$ cat config.mk
export PLATFORM = sky130hd
export DESIGN_NAME = pia_cmd_fifo
export DESIGN_NICKNAME = d
export VERILOG_FILES = /design/src/hw/rtl/pia_pkg.sv /design/src/hw/rtl/pia_cmd_fifo.sv
export SDC_FILE = /design/constraint.sdc
export NUM_CORES = 1
export LEC_CHECK = 0
export ABC_AREA = 1
export BUFFER_PORTS_ARGS = -buffer_cell sky130_fd_sc_hd__buf_2
export CORE_MARGIN = 2
export CORE_UTILIZATION = 51
export CTS_CLUSTER_SIZE = 14
export DETAILED_ROUTE_END_ITERATION = 8
export PLACE_DENSITY = 0.78
export SLEW_MARGIN = 40
export SYNTH_ARGS = -nofsm -noshare
export SYNTH_HDL_FRONTEND = slang
export SYNTH_SLANG_ARGS = --single-unit
export TNS_END_PERCENT = 100
$ cat constraint.sdc
create_clock -name clk_i -period 2 [get_ports clk_i]
set_input_delay 0.1 -clock clk_i [delete_from_list [all_inputs] [get_ports clk_i]]
set_output_delay 0.1 -clock clk_i [all_outputs]
set_load 0.1 [all_outputs]
$ cat src/hw/rtl/pia_pkg.sv
// Package for the pooled index allocator: field widths, status and command codes,
// the classified request type, state machine encodings and pool reset sizes.
// Depends on nothing; every other file of the block imports it.
`timescale 1ns / 1ps
`default_nettype none

package pia_pkg;

  localparam int unsigned NumPoolsDef  = 8;
  localparam int unsigned PoolDepthDef = 2048;
  localparam int unsigned NumSizeRegs  = 8;
  localparam int unsigned IndexW       = 12;
  localparam int unsigned SizeW        = 12;
  localparam int unsigned PoolSelW     = 3;
  localparam int unsigned StatusW      = 3;
  localparam int unsigned CfgIdxW      = 3;
  localparam int unsigned CmdFifoDepth = 2;

  localparam logic [SizeW-1:0] SizeReset [NumSizeRegs] = '{
    12'd2, 12'd1, 12'd2000, 12'd100, 12'd1, 12'd500, 12'd500, 12'd500
  };

  typedef enum logic [StatusW-1:0] {
    ST_GRANTED  = 3'd0,
    ST_ACTIVE   = 3'd1,
    ST_EMPTY    = 3'd2,
    ST_RETURNED = 3'd3,
    ST_IGNORED  = 3'd4
  } status_e;

  typedef enum logic {
    OP_ALLOC  = 1'b0,
    OP_RETURN = 1'b1
  } op_e;

  typedef enum logic [1:0] {
    CMD_ALLOC,
    CMD_RETURN,
    CMD_REJ_ALLOC,
    CMD_REJ_RETURN
  } cmd_kind_e;

  typedef struct packed {
    cmd_kind_e           kind;
    logic [PoolSelW-1:0] pool;
    logic                idx_ok;
    logic [IndexW-1:0]   index;
  } cmd_t;

  typedef enum logic {
    BK_IDLE,
    BK_EVAL
  } back_state_e;

  typedef enum logic [1:0] {
    CLR_IDLE,
    CLR_ALL,
    CLR_POOL
  } clr_state_e;

  // Size a pool takes after reset; pools without a size register are empty.
  function automatic logic [SizeW-1:0] reset_size(int unsigned p);
    if (p < NumSizeRegs) begin
      return SizeReset[p[CfgIdxW-1:0]];
    end
    return '0;
  endfunction

endpackage

`default_nettype wire

$ cat src/hw/rtl/pia_cmd_fifo.sv
// Short queue of classified requests between front and back end.
// Depends on pia_pkg for the request type and queue depth.
`timescale 1ns / 1ps
`default_nettype none

module pia_cmd_fifo (
  input  wire logic    clk_i,
  input  wire logic    rst_ni,
  input  wire logic    push_i,
  input  wire pia_pkg::cmd_t cmd_i,
  output logic         full_o,
  input  wire logic    pop_i,
  output logic         empty_o,
  output pia_pkg::cmd_t cmd_o
);
  import pia_pkg::*;

  localparam int unsigned PtrW = $clog2(CmdFifoDepth);
  localparam int unsigned CntW = $clog2(CmdFifoDepth + 1);

  cmd_t            entry_q [CmdFifoDepth];
  logic [PtrW-1:0] wr_ptr_q, wr_ptr_d;
  logic [PtrW-1:0] rd_ptr_q, rd_ptr_d;
  logic [CntW-1:0] count_q, count_d;

  assign full_o  = count_q == CntW'(CmdFifoDepth);
  assign empty_o = count_q == '0;
  assign cmd_o   = entry_q[rd_ptr_q];

  always_comb begin
    wr_ptr_d = wr_ptr_q;
    rd_ptr_d = rd_ptr_q;
    count_d  = count_q;
    if (push_i) begin
      wr_ptr_d = (wr_ptr_q == PtrW'(CmdFifoDepth - 1)) ? '0 : wr_ptr_q + PtrW'(1);
    end
    if (pop_i) begin
      rd_ptr_d = (rd_ptr_q == PtrW'(CmdFifoDepth - 1)) ? '0 : rd_ptr_q + PtrW'(1);
    end
    if (push_i && !pop_i) begin
      count_d = count_q + CntW'(1);
    end else if (pop_i && !push_i) begin
      count_d = count_q - CntW'(1);
    end
  end

  always_ff @(posedge clk_i or negedge rst_ni) begin
    if (!rst_ni) begin
      wr_ptr_q <= '0;
      rd_ptr_q <= '0;
      count_q  <= '0;
    end else begin
      wr_ptr_q <= wr_ptr_d;
      rd_ptr_q <= rd_ptr_d;
      count_q  <= count_d;
    end
  end

  always_ff @(posedge clk_i) begin
    if (push_i) begin
      entry_q[wr_ptr_q] <= cmd_i;
    end
  end

endmodule

`default_nettype wire

==> results.yml, run 1 <==
status:
  run_status: "complete, no violations"
sta:
  slew_headroom: 0.497
  hold_viol: 0
  final_max_slew_viol_count: 0
  layout_setup_ws_ps: 276
  report.final.setup_viol: 0
  timing.setup.tns_ps: 0
  layout_worst_path_cycle_share: 0.862
  tightestPinTransition_ps: 753
  final.min_clock_period_ps: 1720
  grt_setup_unrepaired: "false"
  hold_slack_ps: 92.4
  max_freq_mhz: 580
  setup_skew_ps: 3.58
synth:
  syn-instance-count: 81
  synthesis_warning_total: 0
  ys_top_cells_by_count: "36 x edfxtp_1, 9 x mux2_2, 9 x mux2_4"
  yosysSeqAreaShare: 0.759
  synth_top_cells_by_area: "edfxtp_1 70%, mux2_4 8.7%, mux2_2 6.5%, dfrtp_1 6.4%, inv_1 1.7%"
  yosysTopAreaCell: "edfxtp_1"
  async_reset_ff_frac: 0.100
  mapped_nets: 104
  synth_flop_cell: "edfxtp_1"
  yosys.cell_count.top_type: "edfxtp_1"
  edff_count_synth: 36
  yosys.cell_types.count: 14
  count_of_state_elements_after_synthesis: 40
  mappedNetlistArea_mm2: 0.00156
  synthDominantCellAreaShare: 0.695
  avgSynthCellArea_um2: 19.2
finish:
  fillerInstances: 162
  final_nets: 175
  antennaDiodeCount: 0
  stdcell_count: 186
  fraction_of_final_layout_cells_with_drive_strength_greater_than_1: 0.458
  flow.area_growth_from_synthesis_pct: 50.6
clock_network:
  tritoncts.num_buffers: 5
  cts_root_buffer: "clkbuf_4"
  clock-sinks: 40
  clock_tree_from_tritoncts: "built"
  worstSkewPairLatency_ps: 330
  cts_buffer_depth: 2
  post_cts.resized_instances: 0
  cts.htree.levels: 2
  clkSlewWorstSetupHoldPaths_ps: 100
  cts_post_setup_buffers_inserted: 0
routing:
  detailroute.via_count: 918
  post_drt_wl_per_cell_um: 14.5
  drtIter0Drc: 14
  route.detailed.drc: 0
  drt-pass1-iter-count: 6
  totalWireLength_mm: 2.70
  postRouteAntennaNets: 0
  route.detailed.vias_per_inst: 4.94
placed_design:
  worst_setup_slack_before_clock_tree_synthesis_ps: 629
  port_buffers: 41
  detailedPlacementHpwl_mm: 1.86
  globalplace.congestion: 0.593
  dpl.cell_count: 157
floorplan:
  placement_rows: 20
  io_pins: 42
  floorplan.initialDensity: 0.522
  chip_height_um: 59.2
  die_w_um: 59.2
  die_area_mm2: 0.00351
  core_region_area_mm2: 0.00298
critical_path:
  critical_path.startpoint_type: "register"
  timing.critical_path.required_ps: 1900
  path_max_fanout: 9
  worst-setup-path-type: "register to output pin"
  cp_capture_type: "output pin"
  worst-endpoint-arrival_ps: 1620
global_route:
  number_of_global_route_vias_before_repair: 956
  grt_antenna_before_repair: 0
  groute.usage.overall: 0.176
  wire_length_of_the_first_global_routing_pass_mm: 4.28
  largest_net_degree_at_the_start_of_global_routing: 19
  overflow: 0
hold_path:
  worstHoldPathType: "input port to async pin"
run:
  max_cap_check_violation_count: 0
-- worst paths after layout --
kind                       slack (ps)              to       from  depth (start not counted)
hold reg to reg                   530        wr_ptr_q   wr_ptr_q                          1
setup / recovery                  280       cmd_o[12]   rd_ptr_q                          3
min in group clk_i                480  entry_q[1][12]  cmd_i[12]                          2
max in group asynchronous        1780      count_q[1]     rst_ni                          2
hold / removal                     90      count_q[0]     rst_ni                          2
setup reg to reg                  600   entry_q[1][5]   wr_ptr_q                          2
-- flip-flops by register name (all words and copies together), names as in the netlist --
signal	flops
count_q	2
entry_q	36
rd_ptr_q	1
wr_ptr_q	1
-- cell usage in the layout, fill, tap and decap left out, drive strengths merged --
cell type	instances
nand2	5
xor2	2
nand4	1
mux2	18
dlygate4sd3	21
nor2	3
edfxtp	36
ha	1
clkbuf	8
inv	7
dfrtp	4
xnor2	1
buf	45
nand3	1
-- critical path, cell delays in order, from the launching register on --
cell and delay, ps:
dfrtp_1 510, buf_4 280, mux2_4 330, buf_12 170
-- per-layer routing --
metal | vias to the layer above | routed length (µm) | global-route usage
met5 | - | 0 | 0
met4 | 0 | 44 | 0.0974
met3 | 4 | 103 | 0.0459
met2 | 25 | 1470 | 0.297
met1 | 448 | 1080 | 0.203
li1 | 441 | - | -
-- area by class of cell --
class / count / area, µm² / share of cell area
clock buffers: 8 / 58.8 / 0.0251
inverters: 7 / 26.3 / 0.0112
multi-input cells: 32 / 319 / 0.136
flip-flops and latches: 40 / 1180 / 0.504
well taps: 33 / 41.3 / 0.0176
repair buffers: 66 / 716 / 0.306
-- timing repair --
| item | in CTS | in global routing |
|---|---|---|
| hold endpoints to repair | 42 | 0 |
| hold buffers | 21 | 0 |
| endpoints found under the setup margin | 0 | 0 |
-- kinds of logic after synthesis --
logic type / Yosys count / share of synthesized area
flops: 40 / 0.759
mux: 18 / 0.152
simple gates: 10 / 0.0265
buf+inv: 9 / 0.0370
xor+xnor: 3 / 0.0169
fa+ha+maj: 1 / 0.00804
-- stage by stage --
stage,instance area (µm²),utilization
after floorplan,1560,-
after global placement,2070,0.696
after detailed placement,2070,0.696
after CTS,2340,0.787
after global routing,2340,0.787
final,2340,0.787
Power of run 1 is not shown: default switching activity piles up to over one toggle a cycle in this logic, so the estimate is an artifact.
==> inputs of run 2 (changes only) <==
--- a/config.mk
+++ b/config.mk
@@ -5,13 +5,13 @@
 export SDC_FILE = /design/constraint.sdc
 export NUM_CORES = 1
 export LEC_CHECK = 0
-export ABC_AREA = 1
 export BUFFER_PORTS_ARGS = -buffer_cell sky130_fd_sc_hd__buf_2
 export CORE_MARGIN = 2
-export CORE_UTILIZATION = 51
+export CORE_UTILIZATION = 50
 export CTS_CLUSTER_SIZE = 14
 export DETAILED_ROUTE_END_ITERATION = 8
-export PLACE_DENSITY = 0.78
+export PLACE_DENSITY = 0.77
+export RECOVER_POWER = 100
 export SLEW_MARGIN = 40
 export SYNTH_ARGS = -nofsm -noshare
 export SYNTH_HDL_FRONTEND = slang
==> results.yml, run 2 <==
global_route:
  number_of_global_route_vias_before_repair: 951
  groute.usage.overall: 0.176
  overflow: 0
  grt_antenna_before_repair: 0
  largest_net_degree_at_the_start_of_global_routing: 12
  wire_length_of_the_first_global_routing_pass_mm: 4.31
synth:
  synthDominantCellAreaShare: 0.704
  edff_count_synth: 36
  mapped_nets: 95
  ys_top_cells_by_count: "36 x edfxtp_1, 9 x mux2_2, 9 x mux2_4"
  yosysTopAreaCell: "edfxtp_1"
  avgSynthCellArea_um2: 21.3
  mappedNetlistArea_mm2: 0.00154
  yosysSeqAreaShare: 0.769
  synth_top_cells_by_area: "edfxtp_1 70%, mux2_4 8.8%, mux2_2 6.6%, dfrtp_1 6.5%, xor2_1 2.3%"
  synth_flop_cell: "edfxtp_1"
  async_reset_ff_frac: 0.100
  synthesis_warning_total: 0
  yosys.cell_count.top_type: "edfxtp_1"
  count_of_state_elements_after_synthesis: 40
  yosys.cell_types.count: 13
  syn-instance-count: 72
floorplan:
  die_area_mm2: 0.00353
  die_w_um: 59.4
  core_region_area_mm2: 0.00298
  io_pins: 42
  placement_rows: 20
  floorplan.initialDensity: 0.516
  chip_height_um: 59.4
placed_design:
  detailedPlacementHpwl_mm: 1.78
  globalplace.congestion: 0.648
  port_buffers: 41
finish:
  final_nets: 166
  fillerInstances: 192
  layout.cells.most_common: "edfxtp_1"
  multi_input_comb_area_um2: 289
  register_area_mm2: 0.00118
  layout_common_cells: "36 x edfxtp_1, 21 x dlygate4sd3_1, 18 x buf_12"
  fraction_of_final_layout_cells_with_drive_strength_greater_than_1: 0.252
  max_reg_flops: 36
  antennaDiodeCount: 0
  flow.area_growth_from_synthesis_pct: 46.7
  reg_top3: "entry_q (36), count_q (2)"
  largest-register: "entry_q"
  post-route-util: 0.756
sta:
  hold_viol: 0
  final.min_clock_period_ps: 1710
  tightestPinTransition_ps: 639
  timing.setup.tns_ps: 0
  slew_headroom: 0.573
  max_freq_mhz: 585
  report.final.setup_viol: 0
  layout_worst_path_cycle_share: 0.854
  hold_slack_ps: 159
  grt_setup_unrepaired: "false"
  final_max_slew_viol_count: 0
  setup_skew_ps: 5.26
clock_network:
  cts_root_buffer: "clkbuf_4"
  cts.htree.levels: 2
  tritoncts.num_buffers: 5
  post_cts.resized_instances: 0
  cts_buffer_depth: 2
  worstSkewPairLatency_ps: 320
  clock-sinks: 40
  clock_tree_from_tritoncts: "built"
  clkSlewWorstSetupHoldPaths_ps: 100
  cts_post_setup_buffers_inserted: 0
routing:
  post_drt_wl_per_cell_um: 15.3
  route.detailed.drc: 0
  totalWireLength_mm: 2.68
  route.detailed.vias_per_inst: 4.86
  drtIter0Drc: 13
  detailroute.via_count: 855
  drt-pass1-iter-count: 3
  postRouteAntennaNets: 0
critical_path:
  path_max_fanout: 11
  cp_capture_type: "output pin"
  worst-endpoint-arrival_ps: 1610
  worst-setup-path-type: "register to output pin"
  critical_path.startpoint_type: "register"
  timing.critical_path.required_ps: 1900
hold_path:
  worstHoldPathType: "input port to async pin"
run:
  max_cap_check_violation_count: 0
status:
  run_status: "complete, no violations"
[run 2: cell families (layout without fill, tap and decap cells)]
group / after synthesis / count (layout) / share of synthesized area
XOR/XNOR: 5 / 5 / 0.0285
adder cells (fa/ha/maj): 1 / 1 / 0.00815
buffers and inverters: 3 / 74 / 0.0228
flip-flops: 40 / 40 / 0.769
multiplexers: 18 / 18 / 0.154
AND/OR/NAND/NOR: 5 / 5 / 0.0171
[run 2: layout make-up]
| class | instances | share of cell area |
|---|---|---|
| well taps | 33 | 0.0183 |
| repair buffers | 66 | 0.307 |
| multi-input cells | 29 | 0.128 |
| inverters | 1 | 0.00167 |
| flip-flops and latches | 40 | 0.524 |
| clock buffers | 7 | 0.0200 |
[run 2: critical path, cell delays in order, from the launching register on]
cell	delay (ps)
dfrtp_1	390
clkbuf_2	290
mux2_1	420
buf_12	190
[run 2: metrics by stage]
stage | cells | worst slack, ps | instance area, µm²
finish | 176 | 291 | 2250
global route | 176 | 176 | 2250
CTS | 176 | 368 | 2310
detailed placement | 148 | 637 | 2050
global placement | 148 | 700 | 2050
floorplan | 72 | 147 | 1540
[run 2: path summary, 6_finish.rpt]
path | startpoint | to | slack [ps] | cells past startpoint
max reg2reg | wr_ptr_q | entry_q[1][10] | 420 | 2
min reg2reg | wr_ptr_q | wr_ptr_q | 520 | 1
min in group clk_i | cmd_i[16] | entry_q[1][16] | 500 | 2
max | rd_ptr_q | cmd_o[1] | 290 | 3
min | rst_ni | rd_ptr_q | 160 | 2
max in group asynchronous | rst_ni | wr_ptr_q | 1640 | 2
[run 2: per-layer routing]
| layer | global-route usage | vias up | wire length, µm |
|---|---|---|---|
| met4 | 0.0877 | 0 | 58 |
| met1 | 0.197 | 414 | 1050 |
| met3 | 0.0393 | 7 | 90 |
| met2 | 0.311 | 22 | 1490 |
| li1 | - | 412 | - |
| met5 | 0 | - | 0 |
[run 2: timing repair]
| item | in CTS | in global routing |
|---|---|---|
| hold endpoints to repair | 42 | 0 |
| hold buffers | 21 | 0 |
| endpoints found under the setup margin | 0 | 0 |
Power of run 2 is left out for the same reason.
==> inputs of run 3 (changes only) <==
--- a/config.mk
+++ b/config.mk
@@ -6,11 +6,11 @@
 export NUM_CORES = 1
 export LEC_CHECK = 0
 export BUFFER_PORTS_ARGS = -buffer_cell sky130_fd_sc_hd__buf_2
+export CORE_ASPECT_RATIO = 0.5
 export CORE_MARGIN = 2
-export CORE_UTILIZATION = 50
+export CORE_UTILIZATION = 30
 export CTS_CLUSTER_SIZE = 14
 export DETAILED_ROUTE_END_ITERATION = 8
-export PLACE_DENSITY = 0.77
 export RECOVER_POWER = 100
 export SLEW_MARGIN = 40
 export SYNTH_ARGS = -nofsm -noshare
==> results.yml, run 3 (synthesis results as in run 2) <==
status:
  run_status: "complete, no violations"
critical_path:
  worst-setup-path-type: "register to register"
  cp_capture_type: "register"
  crit_path_top_delay_cell: "clkbuf_1"
  worst-endpoint-arrival_ps: 1570
  rr_startpoint: "wr_ptr_q"
  setup.reg_to_reg.worst_slack_ps: 320
  path_max_fanout: 18
  reg2regPathDepth: 2
  timing.critical_path.required_ps: 1900
  capture_point_of_the_worst_reg_to_reg_path: "entry_q[0][1]"
  worstPathBufferInverterCount: 1
  timing.critical_path.cells: "nor2b_2 -> clkbuf_1"
  critical_path.max_stage_delay_ps: 780
  critical_path.startpoint_type: "register"
  cp_top_family: "buffers and inverters"
clock_network:
  cts_root_buffer: "clkbuf_8"
  clkSlewWorstSetupHoldPaths_ps: 70
  tritoncts.num_buffers: 5
  clock_tree_from_tritoncts: "built"
  clock-sinks: 40
  cts.htree.levels: 2
  cts_buffer_depth: 2
  cts_post_setup_buffers_inserted: 0
  worstSkewPairLatency_ps: 280
routing:
  drtIter0Drc: 8
  post_drt_wl_per_cell_um: 11.7
  detailroute.via_count: 780
  drt-pass1-iter-count: 2
  route.detailed.vias_per_inst: 3.92
  postRouteAntennaNets: 0
  route.detailed.drc: 0
  totalWireLength_mm: 2.32
sta:
  final_max_slew_viol_count: 0
  max_freq_mhz: 596
  slew_headroom: 0.301
  grt_setup_unrepaired: "false"
  report.final.setup_viol: 0
  setup_skew_ps: 5.74
  timing.setup.tns_ps: 0
  hold_viol: 0
  final.min_clock_period_ps: 1680
  tightestPinTransition_ps: 1050
  layout_worst_path_cycle_share: 0.839
placed_design:
  port_buffers: 41
  dpl.cell_count: 184
  detailedPlacementHpwl_mm: 1.64
  globalplace.congestion: 0.673
global_route:
  groute.usage.overall: 0.0860
  largest_net_degree_at_the_start_of_global_routing: 19
  grt_antenna_before_repair: 0
  number_of_global_route_vias_before_repair: 778
  overflow: 0
  wire_length_of_the_first_global_routing_pass_mm: 3.46
finish:
  flow.area_growth_from_synthesis_pct: 43.3
  max_reg_flops: 36
  layout_common_cells: "36 x edfxtp_1, 18 x buf_12, 17 x mux2_1"
  fraction_of_final_layout_cells_with_drive_strength_greater_than_1: 0.295
  largest-register: "entry_q"
  fillerInstances: 437
  reg_top3: "entry_q (36), count_q (2)"
  stdcell_count: 199
  final_nets: 151
  antennaDiodeCount: 0
  layout.cells.most_common: "edfxtp_1"
floorplan:
  chip_height_um: 54.6
  die_w_um: 105
  io_pins: 42
  floorplan.initialDensity: 0.311
  core_region_area_mm2: 0.00493
  die_area_mm2: 0.00574
  placement_rows: 18
hold_path:
  hold_depth: 1
  origin_of_the_worst_min_delay_path: "cmd_i[9]"
  worstHoldPathType: "input port to register"
  hold-path-endpoint: "entry_q[1][9]"
run:
  max_cap_check_violation_count: 0
==> run 3: area by class of cell <==
cell class,instances,area [µm²],area share
sequential,40,1180,0.537
timing repair buffer,51,546,0.248
tap,70,87.6,0.0398
inverter,1,3.75,0.00171
multi-input combinational,29,292,0.133
clock buffer,8,90.1,0.0410
==> run 3: worst reg2reg max path, stage by stage, from the launching register on <==
cell and delay, ps:
dfrtp_1 410, nor2b_2 110, clkbuf_1 780
==> run 3: worst max path at each step <==
stage	from	endpoint	cells past startpoint
after CTS	rd_ptr_q	cmd_o[3]	3
final	wr_ptr_q	entry_q[0][1]	2
after global placement	rd_ptr_q	cmd_o[3]	3
after floorplan	count_q[0]	full_o	1
after global routing	wr_ptr_q	entry_q[1][1]	2
after detailed placement	rd_ptr_q	cmd_o[9]	3
==> run 3: repair_timing <==
| action | CTS | global route |
|---|---|---|
| hold buffers | 3 | 4 |
| hold endpoints to repair | 8 | 8 |
| gates resized for setup | 0 | 0 |
==> run 3: per-layer routing <==
layer / routed length (µm) / share of wire / global-route usage
met1: 934 / 0.40 / 0.0860
met2: 1260 / 0.54 / 0.155
met3: 91 / 0.039 / 0.0321
met4: 35 / 0.015 / 0.0667
met5: 0 / 0 / 0
==> run 3: through the flow <==
step                worst slack (ps)  hold slack (ps)   util  instance area (µm²)
finish                           322             15.0  0.446                 2200
global route                     186            0.147  0.446                 2200
CTS                              348           0.0301  0.449                 2210
detailed placement               665            -89.5  0.424                 2090
global placement                 663            -91.0  0.424                 2090
floorplan                        147             -196      -                 1540
Power of run 3 is left out for the same reason.
